### src/design/qwt_pkg.sv
// Shared types and constants of the quoted word tokenizer.
package qwt_pkg;

	localparam logic [7:0] QUOTE_SINGLE = 8'h27;
	localparam logic [7:0] QUOTE_DOUBLE = 8'h22;
	localparam logic [7:0] BACKSLASH    = 8'h5C;

	localparam int unsigned REG_INDEX_W = 3;
	localparam int unsigned SEP_NUM     = 4;

	typedef enum logic [REG_INDEX_W-1:0] {
		REG_SEP_A     = 3'd0,
		REG_SEP_B     = 3'd1,
		REG_SEP_C     = 3'd2,
		REG_SEP_D     = 3'd3,
		REG_SEP_COUNT = 3'd4
	} reg_index_t;

	localparam logic [7:0] SEP_A_RST     = 8'd32;
	localparam logic [7:0] SEP_B_RST     = 8'd9;
	localparam logic [7:0] SEP_C_RST     = 8'd10;
	localparam logic [7:0] SEP_D_RST     = 8'd0;
	localparam logic [2:0] SEP_COUNT_RST = 3'd3;

	typedef enum logic {
		KIND_CHAR = 1'b0,
		KIND_END  = 1'b1
	} result_kind_t;

	typedef struct packed {
		logic       result_kind;
		logic [7:0] word_byte;
		logic       last_of_run;
	} result_t;

	typedef struct packed {
		logic [1:0] cnt;
		result_t    r0;
		result_t    r1;
	} push_t;

endpackage

### src/design/qwt_ifs.sv
// Channel interfaces: input bytes, result beats and register writes.
interface qwt_in_if;
	logic       valid;
	logic       ready;
	logic [7:0] in_byte;
	logic       end_of_line;

	modport source (output valid, in_byte, end_of_line, input ready);
	modport sink (input valid, in_byte, end_of_line, output ready);
endinterface

interface qwt_out_if;
	logic       valid;
	logic       ready;
	logic       result_kind;
	logic [7:0] word_byte;
	logic       last_of_run;

	modport source (output valid, result_kind, word_byte, last_of_run, input ready);
	modport sink (input valid, result_kind, word_byte, last_of_run, output ready);
endinterface

interface qwt_cfg_if;
	logic       valid;
	logic       ready;
	logic [2:0] reg_index;
	logic [7:0] wdata;

	modport source (output valid, reg_index, wdata, input ready);
	modport sink (input valid, reg_index, wdata, output ready);
endinterface

### src/design/qwt_result_buf.sv
// Two-entry result queue that takes up to two results per cycle, as room allows, and sends one while ready.
module qwt_result_buf
	import qwt_pkg::*;
(
	input  logic        clk,
	input  logic        arst_n,
	input  push_t       push,
	output logic [1:0]  room,
	qwt_out_if.source   out_ch
);

	logic [1:0] cnt_q;
	result_t    ent_q [2];
	logic       pop;
	logic [1:0] base;
	logic [1:0] cnt_d;
	result_t    e0_d;
	result_t    e1_d;

	assign pop  = (cnt_q != 2'd0) && out_ch.ready;
	assign room = 2'd2 - cnt_q + {1'b0, pop};

	always_comb begin
		base  = pop ? cnt_q - 2'd1 : cnt_q;
		e0_d  = pop ? ent_q[1] : ent_q[0];
		e1_d  = ent_q[1];
		if (push.cnt != 2'd0) begin
			if (base == 2'd0) begin
				e0_d = push.r0;
			end else begin
				e1_d = push.r0;
			end
		end
		if (push.cnt == 2'd2) begin
			e1_d = push.r1;
		end
		cnt_d = base + push.cnt;
	end

	always_ff @(posedge clk or negedge arst_n) begin
		if (!arst_n) begin
			cnt_q <= 2'd0;
		end else begin
			cnt_q <= cnt_d;
		end
	end

	always_ff @(posedge clk) begin
		ent_q[0] <= e0_d;
		ent_q[1] <= e1_d;
	end

	assign out_ch.valid       = cnt_q != 2'd0;
	assign out_ch.result_kind = ent_q[0].result_kind;
	assign out_ch.word_byte   = ent_q[0].word_byte;
	assign out_ch.last_of_run = ent_q[0].last_of_run;

endmodule

### src/design/quoted_word_tokenizer.sv
// Top level: splits a byte stream into words with quotes and backslash escapes.
// An accepted byte is registered in the input stage; its results enter the result queue once it has room.
// Throughput: one byte per cycle while each byte gives at most one result and the output is not stalled;
// a byte that gives two results sends them in turn over the single result port.
// Reset: arst_n clears the tokenizer state, the input stage and the result queue, and loads the separator defaults.
module quoted_word_tokenizer
	import qwt_pkg::*;
(
	input  logic      clk,
	input  logic      arst_n,
	qwt_in_if.sink    in_ch,
	qwt_out_if.source out_ch,
	qwt_cfg_if.sink   cfg_ch
);

	logic [7:0] sep_a_q, sep_b_q, sep_c_q, sep_d_q;
	logic [2:0] sep_count_q;

	logic       in_quote_q, quote_single_q, escape_q, word_chars_q;

	logic       v_s1;
	logic [7:0] byte_s1;
	logic       eol_s1;

	logic       is_quote, is_sq, is_sep;
	logic       emit_char, emit_mark, eol_mark;
	logic       in_quote_d, quote_single_d, escape_d, word_chars_d;
	logic [1:0] need;
	logic [1:0] room;
	logic       fire;
	push_t      push;
	result_t    char_res, mark_res;

	assign cfg_ch.ready = 1'b1;

	always_ff @(posedge clk or negedge arst_n) begin
		if (!arst_n) begin
			sep_a_q     <= SEP_A_RST;
			sep_b_q     <= SEP_B_RST;
			sep_c_q     <= SEP_C_RST;
			sep_d_q     <= SEP_D_RST;
			sep_count_q <= SEP_COUNT_RST;
		end else if (cfg_ch.valid) begin
			case (cfg_ch.reg_index)
				REG_SEP_A:     sep_a_q     <= cfg_ch.wdata;
				REG_SEP_B:     sep_b_q     <= cfg_ch.wdata;
				REG_SEP_C:     sep_c_q     <= cfg_ch.wdata;
				REG_SEP_D:     sep_d_q     <= cfg_ch.wdata;
				REG_SEP_COUNT: sep_count_q <= cfg_ch.wdata[2:0];
				default: ;
			endcase
		end
	end

	assign in_ch.ready = !v_s1 || fire;

	always_ff @(posedge clk or negedge arst_n) begin
		if (!arst_n) begin
			v_s1 <= 1'b0;
		end else if (in_ch.ready) begin
			v_s1 <= in_ch.valid;
		end
	end

	always_ff @(posedge clk) begin
		if (in_ch.valid && in_ch.ready) begin
			byte_s1 <= in_ch.in_byte;
			eol_s1  <= in_ch.end_of_line;
		end
	end

	always_comb begin
		is_sq    = byte_s1 == QUOTE_SINGLE;
		is_quote = is_sq || (byte_s1 == QUOTE_DOUBLE);
		is_sep   = ((sep_count_q >= 3'd1) && (byte_s1 == sep_a_q))
			|| ((sep_count_q >= 3'd2) && (byte_s1 == sep_b_q))
			|| ((sep_count_q >= 3'd3) && (byte_s1 == sep_c_q))
			|| ((sep_count_q >= 3'd4) && (byte_s1 == sep_d_q));

		emit_char      = 1'b0;
		emit_mark      = 1'b0;
		in_quote_d     = in_quote_q;
		quote_single_d = quote_single_q;
		escape_d       = escape_q;
		word_chars_d   = word_chars_q;

		priority if (escape_q) begin
			escape_d     = 1'b0;
			emit_char    = 1'b1;
			word_chars_d = 1'b1;
		end else if (is_quote && !in_quote_q) begin
			in_quote_d     = 1'b1;
			quote_single_d = is_sq;
		end else if (is_quote && (quote_single_q == is_sq)) begin
			in_quote_d = 1'b0;
		end else if (!in_quote_q && is_sep) begin
			emit_mark    = word_chars_q;
			word_chars_d = 1'b0;
		end else if ((byte_s1 == BACKSLASH) && !(in_quote_q && quote_single_q)) begin
			escape_d = 1'b1;
		end else begin
			emit_char    = 1'b1;
			word_chars_d = 1'b1;
		end

		eol_mark = eol_s1 && word_chars_d;
		if (eol_s1) begin
			in_quote_d     = 1'b0;
			quote_single_d = 1'b0;
			escape_d       = 1'b0;
			word_chars_d   = 1'b0;
		end

		need = {1'b0, emit_char || emit_mark} + {1'b0, eol_mark};

		char_res.result_kind = KIND_CHAR;
		char_res.word_byte   = byte_s1;
		char_res.last_of_run = need == 2'd1;
		mark_res.result_kind = KIND_END;
		mark_res.word_byte   = 8'd0;
		mark_res.last_of_run = 1'b1;

		fire     = v_s1 && (need <= room);
		push.cnt = fire ? need : 2'd0;
		push.r0  = emit_char ? char_res : mark_res;
		push.r1  = mark_res;
	end

	always_ff @(posedge clk or negedge arst_n) begin
		if (!arst_n) begin
			in_quote_q     <= 1'b0;
			quote_single_q <= 1'b0;
			escape_q       <= 1'b0;
			word_chars_q   <= 1'b0;
		end else if (fire) begin
			in_quote_q     <= in_quote_d;
			quote_single_q <= quote_single_d;
			escape_q       <= escape_d;
			word_chars_q   <= word_chars_d;
		end
	end

	qwt_result_buf u_result_buf (
		.clk    (clk),
		.arst_n (arst_n),
		.push   (push),
		.room   (room),
		.out_ch (out_ch)
	);

endmodule

### src/flat_wrapper.sv
// flat-port wrapper written by rule: the top's interface ports become plain ports
module quoted_word_tokenizer_flat import qwt_pkg::*;
  (clk, arst_n, in_ch_valid, in_ch_in_byte, in_ch_end_of_line, in_ch_ready, out_ch_valid, out_ch_result_kind, out_ch_word_byte, out_ch_last_of_run, out_ch_ready, cfg_ch_valid, cfg_ch_reg_index, cfg_ch_wdata, cfg_ch_ready);
  qwt_in_if in_ch_i ();
  qwt_out_if out_ch_i ();
  qwt_cfg_if cfg_ch_i ();
  input  logic clk;
  input  logic arst_n;
  input wire logic [$bits(in_ch_i.valid)-1:0] in_ch_valid;
  input wire logic [$bits(in_ch_i.in_byte)-1:0] in_ch_in_byte;
  input wire logic [$bits(in_ch_i.end_of_line)-1:0] in_ch_end_of_line;
  output wire logic [$bits(in_ch_i.ready)-1:0] in_ch_ready;
  output wire logic [$bits(out_ch_i.valid)-1:0] out_ch_valid;
  output wire logic [$bits(out_ch_i.result_kind)-1:0] out_ch_result_kind;
  output wire logic [$bits(out_ch_i.word_byte)-1:0] out_ch_word_byte;
  output wire logic [$bits(out_ch_i.last_of_run)-1:0] out_ch_last_of_run;
  input wire logic [$bits(out_ch_i.ready)-1:0] out_ch_ready;
  input wire logic [$bits(cfg_ch_i.valid)-1:0] cfg_ch_valid;
  input wire logic [$bits(cfg_ch_i.reg_index)-1:0] cfg_ch_reg_index;
  input wire logic [$bits(cfg_ch_i.wdata)-1:0] cfg_ch_wdata;
  output wire logic [$bits(cfg_ch_i.ready)-1:0] cfg_ch_ready;
  assign in_ch_i.valid = in_ch_valid;
  assign in_ch_i.in_byte = in_ch_in_byte;
  assign in_ch_i.end_of_line = in_ch_end_of_line;
  assign in_ch_ready = in_ch_i.ready;
  assign out_ch_valid = out_ch_i.valid;
  assign out_ch_result_kind = out_ch_i.result_kind;
  assign out_ch_word_byte = out_ch_i.word_byte;
  assign out_ch_last_of_run = out_ch_i.last_of_run;
  assign out_ch_i.ready = out_ch_ready;
  assign cfg_ch_i.valid = cfg_ch_valid;
  assign cfg_ch_i.reg_index = cfg_ch_reg_index;
  assign cfg_ch_i.wdata = cfg_ch_wdata;
  assign cfg_ch_ready = cfg_ch_i.ready;
  quoted_word_tokenizer u_core (.clk(clk), .arst_n(arst_n), .in_ch(in_ch_i), .out_ch(out_ch_i), .cfg_ch(cfg_ch_i));
endmodule
### config.mk
export PLATFORM = sky130hd
export DESIGN_NAME = quoted_word_tokenizer_flat
export DESIGN_NICKNAME = d
export VERILOG_FILES = /design/src/design/qwt_pkg.sv /design/src/design/qwt_ifs.sv /design/src/design/qwt_result_buf.sv /design/src/design/quoted_word_tokenizer.sv /design/src/flat_wrapper.sv
export SDC_FILE = /design/constraint.sdc
export NUM_CORES = 1
export LEC_CHECK = 0
export ABC_AREA = 1
export BUFFER_PORTS_ARGS = -buffer_cell sky130_fd_sc_hd__buf_4
export CAP_MARGIN = 15
export CORE_MARGIN = 10
export CORE_UTILIZATION = 61
export CTS_BUF_LIST = sky130_fd_sc_hd__clkbuf_2
export DETAILED_ROUTE_END_ITERATION = 8
export PLACE_DENSITY = 0.82
export REMOVE_ABC_BUFFERS = 1
export SETUP_SLACK_MARGIN = 0.02
export SYNTH_ARGS = -nofsm -noshare
export SYNTH_HDL_FRONTEND = slang
export SYNTH_HIERARCHICAL = 1
export SYNTH_SLANG_ARGS = --single-unit
### constraint.sdc
create_clock -name clk -period 4.1 [get_ports clk]
set_input_delay 0.205 -clock clk [delete_from_list [all_inputs] [get_ports clk]]
set_output_delay 0.205 -clock clk [all_outputs]
set_load 0.005 [all_outputs]
; Word-level counts from Yosys, hierarchy flattened
; Memories as Yosys holds them, arrays and structs flattened.
; Cells that the tools add are included.
[totals]
regBits = 51
ramBits = 20
inputBits = 25
output_inout_bits = 13
wordCells = 111
mem_count = 1
[memory_table]
columns = memory, depth, width, read_ports, rd_ports_with_merged_regs, wr, line_no
row1 = u_core.u_result_buf.ent_q, 2, 10, 2, 0, 2, qwt_result_buf.sv:13  ; result_t ent_q [2];
[classes]
n_addsub = 5
magnitude_cmp = 5
eq_ne = 15
n_mux = 37
reduce_logical = 35
[op_table]
columns = op, n
row1 = two-way mux 10 bit, 7
row2 = == test 8 bit, 4
row3 = two-way mux 1 bit, 28
row4 = == test 8 x 6 -> 1 bit (second input constant), 2
row5 = logical AND 1 bit, 13
row6 = AND reduction 2 bit, 5
row7 = == test 8 x 7 -> 1 bit (second input constant), 1
row8 = == test 3 x 2 -> 1 bit (second input constant), 2
row9 = greater-or-equal comparator 3 x 2 -> 1 bit (second input constant), 2
row10 = logical OR 1 bit, 6
row11 = AND reduction 3 bit, 2
row12 = nonzero test 2 bit, 3
row13 = two-way mux 2 bit, 2
row14 = == test 3 x 1 -> 1 bit (second input constant), 1
row15 = == test 3 bit (second input constant), 1
row16 = greater-or-equal comparator 3 x 1 -> 1 bit (second input constant), 1
row17 = greater-or-equal comparator 3 bit (second input constant), 1
row18 = logical NOT 1 bit, 3
row19 = logical NOT 3 bit, 1
row20 = nonzero test 3 bit, 1
row21 = adder 1 x 1 -> 2 bit, 1
row22 = adder 2 x 1 -> 2 bit, 1
row23 = adder 2 bit, 1
row24 = == test 2 x 1 -> 1 bit (second input constant), 1
row25 = other kinds (7), 7

; Depth between registers and ports, before layout
; Gate-level depths: netlist (run 1).
[logic_depth]
depth_word = 18
ltp_mapped = 25

; Modules after synthesis
; The synthesis (run 1) kept the hierarchy.
[modules_own_cells]
columns = mod, instances, cells_each, area_per_inst_um2, seq_area_each_um2
row1 = quoted_word_tokenizer, 1, 350, 2676.3, 1280.0
row2 = qwt_result_buf, 1, 126, 1199.9, 550.5

; Worst setup path before layout (run 1)
; No wires, ideal clock.
[synth_path]
path_type = register to register
from = register u_core/byte_s1[3] (netlist name)
to = memory u_core/u_result_buf/ent_q[0][10] in the netlist's numbering, enable pin
setup_ns = 0.383
arrival_ns = 3.312
required_time_ns = 3.717
slack_ns = 0.405
path_stages_with_launch = 21
path_cell_list = edfxtp_1 > inv_2 > nand4_1 > nor2_2 > nor2_2 > inv_2 > nand2_2 > nand2_2 > nor2_4 > a21oi_4 > buf_6 > o21ai_2 > ha_1 > inv_1 > ha_1 > nand2_1 > nand2_1 > nand2_1 > nor2_1 > nor2_1 > a31oi_1
[synth_rtl]
columns = element, line_no
row1 = "end, declared", qwt_result_buf.sv:13

==> results_dict.tcl, run 1 <==
set metrics [dict create \
    run_status "finished, final reports clean" \
    grt_max_degree 43 \
    synthDominantAreaCellType "dfrtp_1" \
    total_power_density_per_cell_area_nw_per_um2 697 \
    route.antenna.remaining_nets 0 \
    hold_depth 3 \
    finalWirelength_um 8530 \
    grt_pass1_wl_um 14100 \
    fp.dieArea_um2 9940 \
    clk-insertion-delay-late_ns 0.48 \
    timing.reg2reg.worst_path_depth 21 \
    cp_max_fo 10 \
    grt_pass1_vias 3062 \
    synthAdderAreaFrac 0.0194 \
    grt_remaining_overflow 0 \
    routability_congestion 0.914 \
    drcViolationCount 0 \
    ys_dominant_reg_cell "dfrtp_1" \
    main_combinational_cell_family_by_area_after_synthesis "simple AND/OR/NAND/NOR gates" \
    hold_violations 0 \
    setup_repair_after_global_routing_missed_its_margin "false" \
    cts_buffer_depth 2 \
    switching_part_of_the_total 0.400 \
    antenna_found_initial 0 \
    clk_slew_on_worst_s_h_paths_ns 0.19 \
    cts_tree "built" \
    fin_ws_ns 0.405 \
    post_synthesis_register_bit_count 71 \
    post-synth-top-area-fraction 0.226 \
    xor_xnor_share_of_the_synthesized_area 0.0294 \
    cts.sink_count 71 \
    fin_crit_sh 0.901 \
    worst_hold_startpoint "cfg_ch_wdata[6]" \
    htree_levels 3 \
    die_height_um 99.7 \
    power_mw 3.09 \
    nFillCells 484 \
    fin_crit_ns 3.70 \
    fin_skew_ns 0.0174 \
    layout-area-overhead-vs-synth_pct 14.5 \
    fin_nets 557 \
    pre_cts_ws_ns 0.179 \
    synth-seq-area-share 0.472 \
    worstSetupEndpointType "flip-flop" \
    floorplan.core_area_um2 6060 \
    worst-endpoint-required_ns 4.31 \
    synth-async-reset-ratio 0.592 \
    ff_latch_area_um2 1830 \
    synth_mux_area_frac 0.0387 \
    r2r_setup_slack_ns 0.40 \
    drt_pass1_iterations 5 \
    portBuffers 36 \
    first_iter_violations 249 \
    arrival_time_reported_for_the_critical_path_endpoint_ns 3.91 \
    netlist_instances 476 \
    power.share.sequential 0.386 \
    setup_viol 0 \
    setup_tns_ns 0 \
    worstSetupStartpointType "flip-flop" \
    yosysUniqueCellTypes 36 \
    max_cap_violations 0 \
    num_rows 28 \
    vias_per_cell 5.26 \
    tightestPinTransition_ns 0.602 \
    detailedPlacementHpwl_um 6330 \
    synth_compound_area_frac 0.0662 \
    wire_per_inst_um 14.1 \
    worst_r2r_startpoint "u_core/byte_s1[5]$_DFFE_PP_" \
    cts_buffers 9 \
    synth_simple_gate_area_share 0.285 \
    synth_top_cells_by_area "dfrtp_1, nand2_1, edfxtp_1" \
    regToRegEndpoint "u_core/u_result_buf/ent_q[0][17]$_DFFE_PP_" \
    avgSynthCellArea_um2 8.14 \
    multiInputGateArea_um2 1740 \
    gr-usage-all-layers 0.173 \
    fmax_mhz 271 \
    via_count 3185 \
    netlist_area_um2 3880 \
    crit_type "flip-flop to flip-flop" \
    power_switching_mw 1.24 \
    leakage_nw 2.22 \
    synthesis.yosys.warnings 6 \
    start_util 0.640 \
    report.final.slew_viol_count 0 \
    clk_network_pwr_share 0.163 \
    fp.dieW_um 99.7 \
    clock_tree.root_cell "clkbuf_2" \
    irDropWorstVdd_v 0.000488 \
    synth-edff-count 19 \
    holdPathEnd "u_core/sep_b_q[6]$_DFFE_PN0P_" \
    pin_count 38 \
    n_antenna_cell 0 \
    intPower_mw 1.86 \
    comb_power_share 0.451 \
    min_path_type "input port to flip-flop" \
    drive_above_1_share 0.200 \
    relSlewSlack 0.598 \
]
-- per-layer routing --
layer  GRT usage  vias to the layer above  part of all wire
met1       0.207                     1467              0.44
met5           0                        -                 0
li1            -                     1603                 -
met2       0.279                       98              0.48
met3      0.0429                       17             0.061
met4      0.0915                        0             0.023
-- placed cells by master (no fill, tap or decap) --
cell type,synthesis,routed
a31oi_1,1,1
ha_1,6,6
clkinvlp_4,0,1
conb_1,2,11
xnor2_1,10,10
o21ai_0,35,35
nand2_2,5,5
nor4_1,3,3
mux2_4,10,10
nand4_2,1,1
clkinv_2,0,2
a21oi_4,1,1
edfxtp_1,19,19
bufinv_16,0,3
nand3_1,25,25
o21ai_1,4,4
dlygate4sd3_1,0,13
buf_4,10,38
dfxtp_1,10,10
dfrtp_1,35,35
xor2_1,3,3
or2_1,1,1
nor2_4,1,1
o21ai_2,1,1
nor2_2,11,11
dfstp_2,7,7
nand2_4,2,2
nand3b_1,1,1
inv_2,13,13
o21bai_1,1,1
nor2_1,31,31
nand3_2,1,1
clkinv_1,0,1
clkbuf_2,0,9
o31ai_1,1,1
nand2_1,156,156
inv_1,41,41
a21oi_1,3,3
nand4_1,14,14
-- how the worst max path moves through the flow --
stage,startpoint,to,slack [ns],cells past startpoint
global placement,u_core/byte_s1[3]$_DFFE_PP_,u_core/u_result_buf/ent_q[0][19]$_DFFE_PP_,0.28,20
global route,u_core/byte_s1[5]$_DFFE_PP_,u_core/u_result_buf/ent_q[0][5]$_DFF_P_,0.10,22
CTS,u_core/byte_s1[3]$_DFFE_PP_,u_core/u_result_buf/ent_q[0][17]$_DFFE_PP_,0.16,20
finish,u_core/byte_s1[5]$_DFFE_PP_,u_core/u_result_buf/ent_q[0][17]$_DFFE_PP_,0.40,21
floorplan,u_core/byte_s1[3]$_DFFE_PP_,u_core/u_result_buf/ent_q[0][10]$_DFFE_PP_,0.29,19
detailed placement,u_core/byte_s1[3]$_DFFE_PP_,u_core/u_result_buf/ent_q[0][16]$_DFFE_PP_,0.18,20
-- state kept, by name (all words and copies together) (netlist names) --
name,count
u_core/u_result_buf/ent_q,20
u_core/byte_s1,8
u_core/sep_a_q,8
u_core/sep_b_q,8
u_core/sep_c_q,8
u_core/sep_d_q,8
u_core/sep_count_q,3
u_core/u_result_buf/cnt_q,2
u_core/eol_s1,1
u_core/escape_q,1
u_core/in_quote_q,1
u_core/quote_single_q,1
u_core/v_s1,1
u_core/word_chars_q,1
-- repair_timing --
item | 4_1_cts | 5_1_grt
setup endpoints to repair | 0 | 30
buffers inserted | 0 | 1
hold endpoints to repair | 47 | 0
resized for setup | 0 | 0
hold buffers | 13 | 0
-- worst max-delay path, stage by stage (launching register included) --
cell and delay, ns:
edfxtp_1 0.58, inv_2 0.14, nand2_1 0.09, nand2_1 0.05, nor2_1 0.13, nand3_1 0.09, nor2_1 0.09, nor2_1 0.06
nand2_2 0.08, nand2_4 0.07, a21oi_4 0.22, a21oi_1 0.10, ha_1 0.28, inv_1 0.05, ha_1 0.26, nand2_1 0.06
nand2_1 0.06, nand2_1 0.13, nor2_1 0.32, nor2_1 0.15, a31oi_1 0.19, buf_4 0.22
-- cell usage after synthesis, types with 4 or more instances --
cell / number
nand2_1: 156
inv_1: 41
dfrtp_1: 35
o21ai_0: 35
nor2_1: 31
nand3_1: 25
edfxtp_1: 19
nand4_1: 14
inv_2: 13
nor2_2: 11
buf_4: 10
dfxtp_1: 10
mux2_4: 10
xnor2_1: 10
dfstp_2: 7
ha_1: 6
clkbuf_1: 5
nand2_2: 5
buf_2: 4
o21ai_1: 4
-- power groups by stage --
stage | combinational [mW] | clock (mW) | sequential, mW
final | 1.40 | 0.504 | 1.19
after global routing | 1.56 | 0.543 | 1.22
after CTS | 1.39 | 0.511 | 1.19
after detailed placement | 1.37 | 0 | 1.21
after global placement | 1.33 | 0 | 1.20
after floorplan | 0.993 | 0 | 1.17
-- cell families (layout without fill, tap and decap cells) --
kind of cell             count (synthesis)  in the layout
adder cells (fa/ha/maj)                  6              6
XOR/XNOR                                13             13
other                                    2             11
multiplexers                            10             10
AO/OA/AOI/OAI                           47             47
buffers and inverters                   75            121
AND/OR/NAND/NOR                        252            252
flip-flops                              71             71
-- layout make-up --
type                       instances  area share
sequential                        71       0.412
multi-input combinational        339       0.392
timing repair buffer              51      0.0936
inverter                          54      0.0457
clock inverter                     7      0.0251
tap                               75      0.0211
clock buffer                       9      0.0101
-- per-stage QoR --
stage          instance area (µm²)  utilization  instances  hold slack, ns
2_1_floorplan                 3770            -        464         -0.0906
5_1_grt                       4440        0.732        606          0.0104
6_report                      4440        0.732        606          0.0362
3_3_place_gp                  4150        0.684        576           0.220
4_1_cts                       4430        0.731        605          0.0141
3_5_place_dp                  4150        0.684        576           0.227
Power figures use the tool's default switching activity.
==> run 2, diff against run 1 <==
CORE_UTILIZATION = 60   (was 61)
PLACE_DENSITY = 0.78   (was 0.82)
==> results_dict.tcl, run 2 (same netlist as run 1, synthesis figures left out) <==
set metrics [dict create \
    run_status "finished, final reports clean" \
    mostFrequentLayoutCell "nand2_1" \
    via_count 3256 \
    drt_pass1_iterations 5 \
    fin_crit_sh 0.886 \
    cts.sink_count 71 \
    layout-area-overhead-vs-synth_pct 15.4 \
    cts_tree "built" \
    setup_tns_ns 0 \
    multiInputGateArea_um2 1750 \
    antenna_found_initial 0 \
    largest_register_ff_count 20 \
    min_path_type "input port to flip-flop" \
    n_antenna_cell 0 \
    worst_r2r_startpoint "u_core/byte_s1[1]$_DFFE_PP_" \
    holdPathEnd "u_core/sep_count_q[0]$_DFFE_PN1P_" \
    crit_path_cell_trace "inv_2, nand2_1, nand2_1, nor2_1, nand3_1, nor2_1, nor2_1, nand2_2, nand2_4, a21oi_4, a21oi_1, ha_1, inv_1, ha_1, nand2_1, nand2_1, nand2_1, nor2_2, nor2_1, inv_2, nand3_2, nand2_1, nand2_1" \
    worstSetupStartpointType "flip-flop" \
    worstSetupEndpointType "flip-flop" \
    route.antenna.remaining_nets 0 \
    cts_buffers 9 \
    floorplan.core_area_um2 6310 \
    fp.dieArea_um2 10100 \
    critical_path.most_common_cell "nand2_1" \
    fin_skew_ns 0.0192 \
    detailedPlacementHpwl_um 6370 \
    pre_cts_ws_ns 0.212 \
    mostFrequentLayoutCells "nand2_1, inv_1, buf_4" \
    die_height_um 100 \
    regMostFlops "u_core/u_result_buf/ent_q" \
    report.final.slew_viol_count 0 \
    timing.critical_path.slowest_stage_cell "edfxtp_1" \
    setup_viol 0 \
    hold_depth 3 \
    max_cap_violations 0 \
    hold_violations 0 \
    cp_max_fo 11 \
    clk_slew_on_worst_s_h_paths_ns 0.19 \
    wire_per_inst_um 14.3 \
    numPlacedInstances 579 \
    vias_per_cell 5.29 \
    regToRegEndpoint "u_core/u_result_buf/ent_q[0][9]$_DFF_P_" \
    leakage_nw 2.24 \
    worst-endpoint-required_ns 4.51 \
    tightestPinTransition_ns 0.580 \
    clk-insertion-delay-late_ns 0.49 \
    worst_hold_startpoint "cfg_ch_valid" \
    gr-usage-all-layers 0.182 \
    relSlewSlack 0.612 \
    finish.utilization 0.708 \
    ff_latch_area_um2 1830 \
    nFillCells 526 \
    fin_ws_ns 0.467 \
    grt_pass1_wl_um 14800 \
    grt_max_degree 43 \
    grt_remaining_overflow 0 \
    num_rows 29 \
    layoutNonFillerInstCount 616 \
    irDropWorstVdd_v 0.000602 \
    first_iter_violations 215 \
    grt_pass1_vias 3265 \
    start_util 0.614 \
    cts_buffer_depth 2 \
    finalWirelength_um 8800 \
    fmax_mhz 275 \
    htree_levels 3 \
    fin_nets 565 \
    fin_crit_ns 3.63 \
    clock_tree.root_cell "clkbuf_2" \
    pin_count 38 \
    fp.dieW_um 100 \
    cpPeakStageDelay_ns 0.53 \
    arrival_time_reported_for_the_critical_path_endpoint_ns 4.04 \
    portBuffers 36 \
    drcViolationCount 0 \
    routability_congestion 0.922 \
    total_power_density_per_cell_area_nw_per_um2 669 \
    crit_type "flip-flop to flip-flop" \
    r2r_setup_slack_ns 0.47 \
    setup_repair_after_global_routing_missed_its_margin "false" \
    drive_above_1_share 0.204 \
    timing.reg2reg.worst_path_depth 23 \
    power_mw 2.99 \
]
==> run 2: cell types whose count changed in the layout (fill, tap and decap cells not counted), sizes merged <==
cell         delta
buf             +2
bufinv          -2
clkbuf          +3
clkinvlp        -1
dlygate4sd3     +6
==> run 2: final cells by class <==
class	count	share of cell area
inverters	54	0.0453
clock inverters	4	0.0106
clock buffers	12	0.0134
repair buffers	59	0.110
flip-flops and latches	71	0.409
well taps	77	0.0215
multi-input cells	339	0.390
==> run 2: repair_timing <==
| item | CTS | global route |
|---|---|---|
| setup buffers | 0 | 2 |
| hold endpoints to repair | 61 | 2 |
| gates resized for setup | 0 | 2 |
| setup endpoints to repair | 0 | 32 |
| hold buffers | 17 | 2 |
==> run 2: worst max-delay path by stage <==
stage	start	to	slack, ns
after floorplan	u_core/byte_s1[3]$_DFFE_PP_	u_core/u_result_buf/ent_q[0][10]$_DFFE_PP_	0.29
after global placement	u_core/byte_s1[3]$_DFFE_PP_	u_core/u_result_buf/ent_q[0][10]$_DFFE_PP_	0.30
after detailed placement	u_core/byte_s1[3]$_DFFE_PP_	u_core/u_result_buf/ent_q[0][1]$_DFF_P_	0.21
after CTS	u_core/byte_s1[5]$_DFFE_PP_	u_core/u_result_buf/ent_q[0][1]$_DFF_P_	0.19
after global routing	u_core/byte_s1[1]$_DFFE_PP_	u_core/u_result_buf/ent_q[0][9]$_DFF_P_	0.04
final	u_core/byte_s1[1]$_DFFE_PP_	u_core/u_result_buf/ent_q[0][9]$_DFF_P_	0.47
==> run 2: metal layers <==
| layer | track usage | vias up | part of all wire |
|---|---|---|---|
| li1 | - | 1620 | - |
| met1 | 0.197 | 1505 | 0.40 |
| met2 | 0.320 | 111 | 0.51 |
| met3 | 0.0556 | 20 | 0.065 |
| met4 | 0.0804 | 0 | 0.023 |
| met5 | 0 | - | 0 |
==> run 2: per-stage QoR <==
step,hold WS (ns),instance area (µm²)
after floorplan,-0.0906,3770
after global placement,0.221,4160
after detailed placement,0.225,4160
after CTS,0.00756,4430
after global routing,0.0278,4470
final,0.0670,4470
==> run 2: power by group <==
part,internal (mW),total [mW],switching [mW]
sequential,1.03,1.20,0.168
combinational,0.585,1.41,0.823
clock,0.147,0.387,0.240
==> run 2: critical path: cells and delay by family (launching register included) <==
kind	cells	cell delay, ns
flip-flops	1	0.53
AND/OR/NAND/NOR	16	1.81
AO/OA/AOI/OAI	2	0.30
adder cells (fa/ha/maj)	2	0.55
buffers and inverters	3	0.34
==> run 3, diff against run 2 <==
clock period = 4.2 ns   (was 4.1 ns; I/O delays follow)
==> results_dict.tcl, run 3 (same netlist as run 1, synthesis figures left out) <==
set metrics [dict create \
    run_status "finished, final reports clean" \
    cpPeakStageDelay_ns 0.54 \
    r2r_setup_slack_ns 0.46 \
    start_util 0.614 \
    timing.reg2reg.worst_path_depth 22 \
    arrival_time_reported_for_the_critical_path_endpoint_ns 4.13 \
    finalWirelength_um 8670 \
    hold_violations 0 \
    wire_per_inst_um 14.1 \
    tightestPinTransition_ns 0.570 \
    critical_path.most_common_cell "nor2_1" \
    fin_skew_ns 0.0355 \
    mostFrequentLayoutCells "nand2_1, buf_4, inv_1" \
    worst_r2r_startpoint "u_core/byte_s1[1]$_DFFE_PP_" \
    antenna_found_initial 0 \
    clock_tree.root_cell "clkbuf_2" \
    timing.critical_path.slowest_stage_cell "edfxtp_1" \
    drcViolationCount 0 \
    clk-insertion-delay-late_ns 0.51 \
    mostFrequentLayoutCell "nand2_1" \
    fmax_mhz 267 \
    leakage_nw 2.24 \
    grt_pass1_vias 3158 \
    min_path_type "input port to flip-flop" \
    fin_ws_ns 0.460 \
    crit_path_cell_trace "inv_2, nor2_1, nor2_1, nand3_1, nor2_1, nor2_1, nand2_2, nand2_4, a21oi_4, a21oi_1, ha_1, inv_1, ha_1, nand2_1, nand2_1, nand2_1, nor2_1, nor2_1, inv_2, nand3_2, nand2_1, nand2_1" \
    vias_per_cell 5.18 \
    irDropWorstVdd_v 0.000540 \
    regMostFlops "u_core/u_result_buf/ent_q" \
    grt_remaining_overflow 0 \
    drive_above_1_share 0.201 \
    worstSetupEndpointType "flip-flop" \
    cts_tree "built" \
    grt_max_degree 43 \
    fin_crit_ns 3.74 \
    portBuffers 36 \
    regToRegEndpoint "u_core/u_result_buf/ent_q[0][7]$_DFF_P_" \
    first_iter_violations 269 \
    relSlewSlack 0.619 \
    pre_cts_ws_ns 0.331 \
    finish.utilization 0.709 \
    worst_hold_startpoint "cfg_ch_wdata[1]" \
    worst-endpoint-required_ns 4.59 \
    max_cap_violations 0 \
    report.final.slew_viol_count 0 \
    setup_repair_after_global_routing_missed_its_margin "false" \
    multiInputGateArea_um2 1740 \
    drt_pass1_iterations 5 \
    largest_register_ff_count 20 \
    ff_latch_area_um2 1830 \
    detailedPlacementHpwl_um 6300 \
    via_count 3185 \
    fin_nets 564 \
    nFillCells 524 \
    floorplan.core_area_um2 6310 \
    fp.dieW_um 100 \
    grt_pass1_wl_um 14400 \
    total_power_density_per_cell_area_nw_per_um2 663 \
    worstSetupStartpointType "flip-flop" \
    die_height_um 100 \
    cts_buffers 9 \
    setup_viol 0 \
    fin_crit_sh 0.890 \
    htree_levels 3 \
    clk_slew_on_worst_s_h_paths_ns 0.21 \
    hold_depth 3 \
    num_rows 29 \
    n_antenna_cell 0 \
    cts_buffer_depth 2 \
    routability_congestion 0.926 \
    gr-usage-all-layers 0.176 \
    crit_type "flip-flop to flip-flop" \
    fp.dieArea_um2 10100 \
    setup_tns_ns 0 \
    holdPathEnd "u_core/sep_b_q[1]$_DFFE_PN0P_" \
    cp_max_fo 11 \
    pin_count 38 \
    cts.sink_count 71 \
    cts.repair.resized 0 \
    crit_start "u_core/byte_s1[1]$_DFFE_PP_" \
    route.antenna.remaining_nets 0 \
    layout-area-overhead-vs-synth_pct 15.5 \
]
[run 3: power breakdown]
part	switching, mW	internal (mW)	total (mW)	leakage, nW
sequential	0.163	1.00	1.17	0.780
clock	0.237	0.198	0.435	0.0810
combinational	0.802	0.564	1.37	1.38
total	1.20	1.77	2.97	2.24
[run 3: worst max-delay path, delay by kind of cell (launching register included)]
kind                     cells  cell delay [ns]
AO/OA/AOI/OAI                2             0.34
AND/OR/NAND/NOR             15             1.81
flip-flops                   1             0.54
buffers and inverters        3             0.39
adder cells (fa/ha/maj)      2             0.54
[run 3: worst max-delay path by stage]
stage | endpoint
floorplan | u_core/u_result_buf/ent_q[0][10]$_DFFE_PP_
global placement | u_core/u_result_buf/ent_q[0][10]$_DFFE_PP_
CTS | u_core/u_result_buf/ent_q[0][7]$_DFF_P_
global route | u_core/u_result_buf/ent_q[0][9]$_DFF_P_
finish | u_core/u_result_buf/ent_q[0][7]$_DFF_P_
detailed placement | u_core/u_result_buf/ent_q[0][8]$_DFF_P_
[run 3: layout make-up]
class | instances | share of cell area
clock buffers | 11 | 0.0123
multi-input cells | 339 | 0.389
repair buffers | 58 | 0.107
well taps | 77 | 0.0215
flip-flops and latches | 71 | 0.409
clock inverters | 5 | 0.0162
inverters | 54 | 0.0453
[run 3: what timing repair did]
item | in CTS | in global routing
endpoints found under the hold margin | 67 | 0
hold buffers | 17 | 0
buffers inserted | 0 | 4
setup endpoints to repair | 0 | 30
[run 3: metal layers]
metal  global-route usage  vias up  routed length (µm)
met1                0.197     1452                3590
met5                    0        -                   0
li1                     -     1614                   -
met2                0.310      102                4390
met3               0.0405       17                 544
met4               0.0804        0                 146
[run 3: metrics by stage]
stage	hold slack (ns)	instance area [µm²]	cells	power (mW)
after floorplan	-0.0856	3770	464	2.11
after global placement	0.225	4150	578	2.47
after detailed placement	0.227	4150	578	2.52
after CTS	0.00155	4450	611	2.96
after global routing	0.0415	4480	615	3.20
final	0.0273	4480	615	2.97
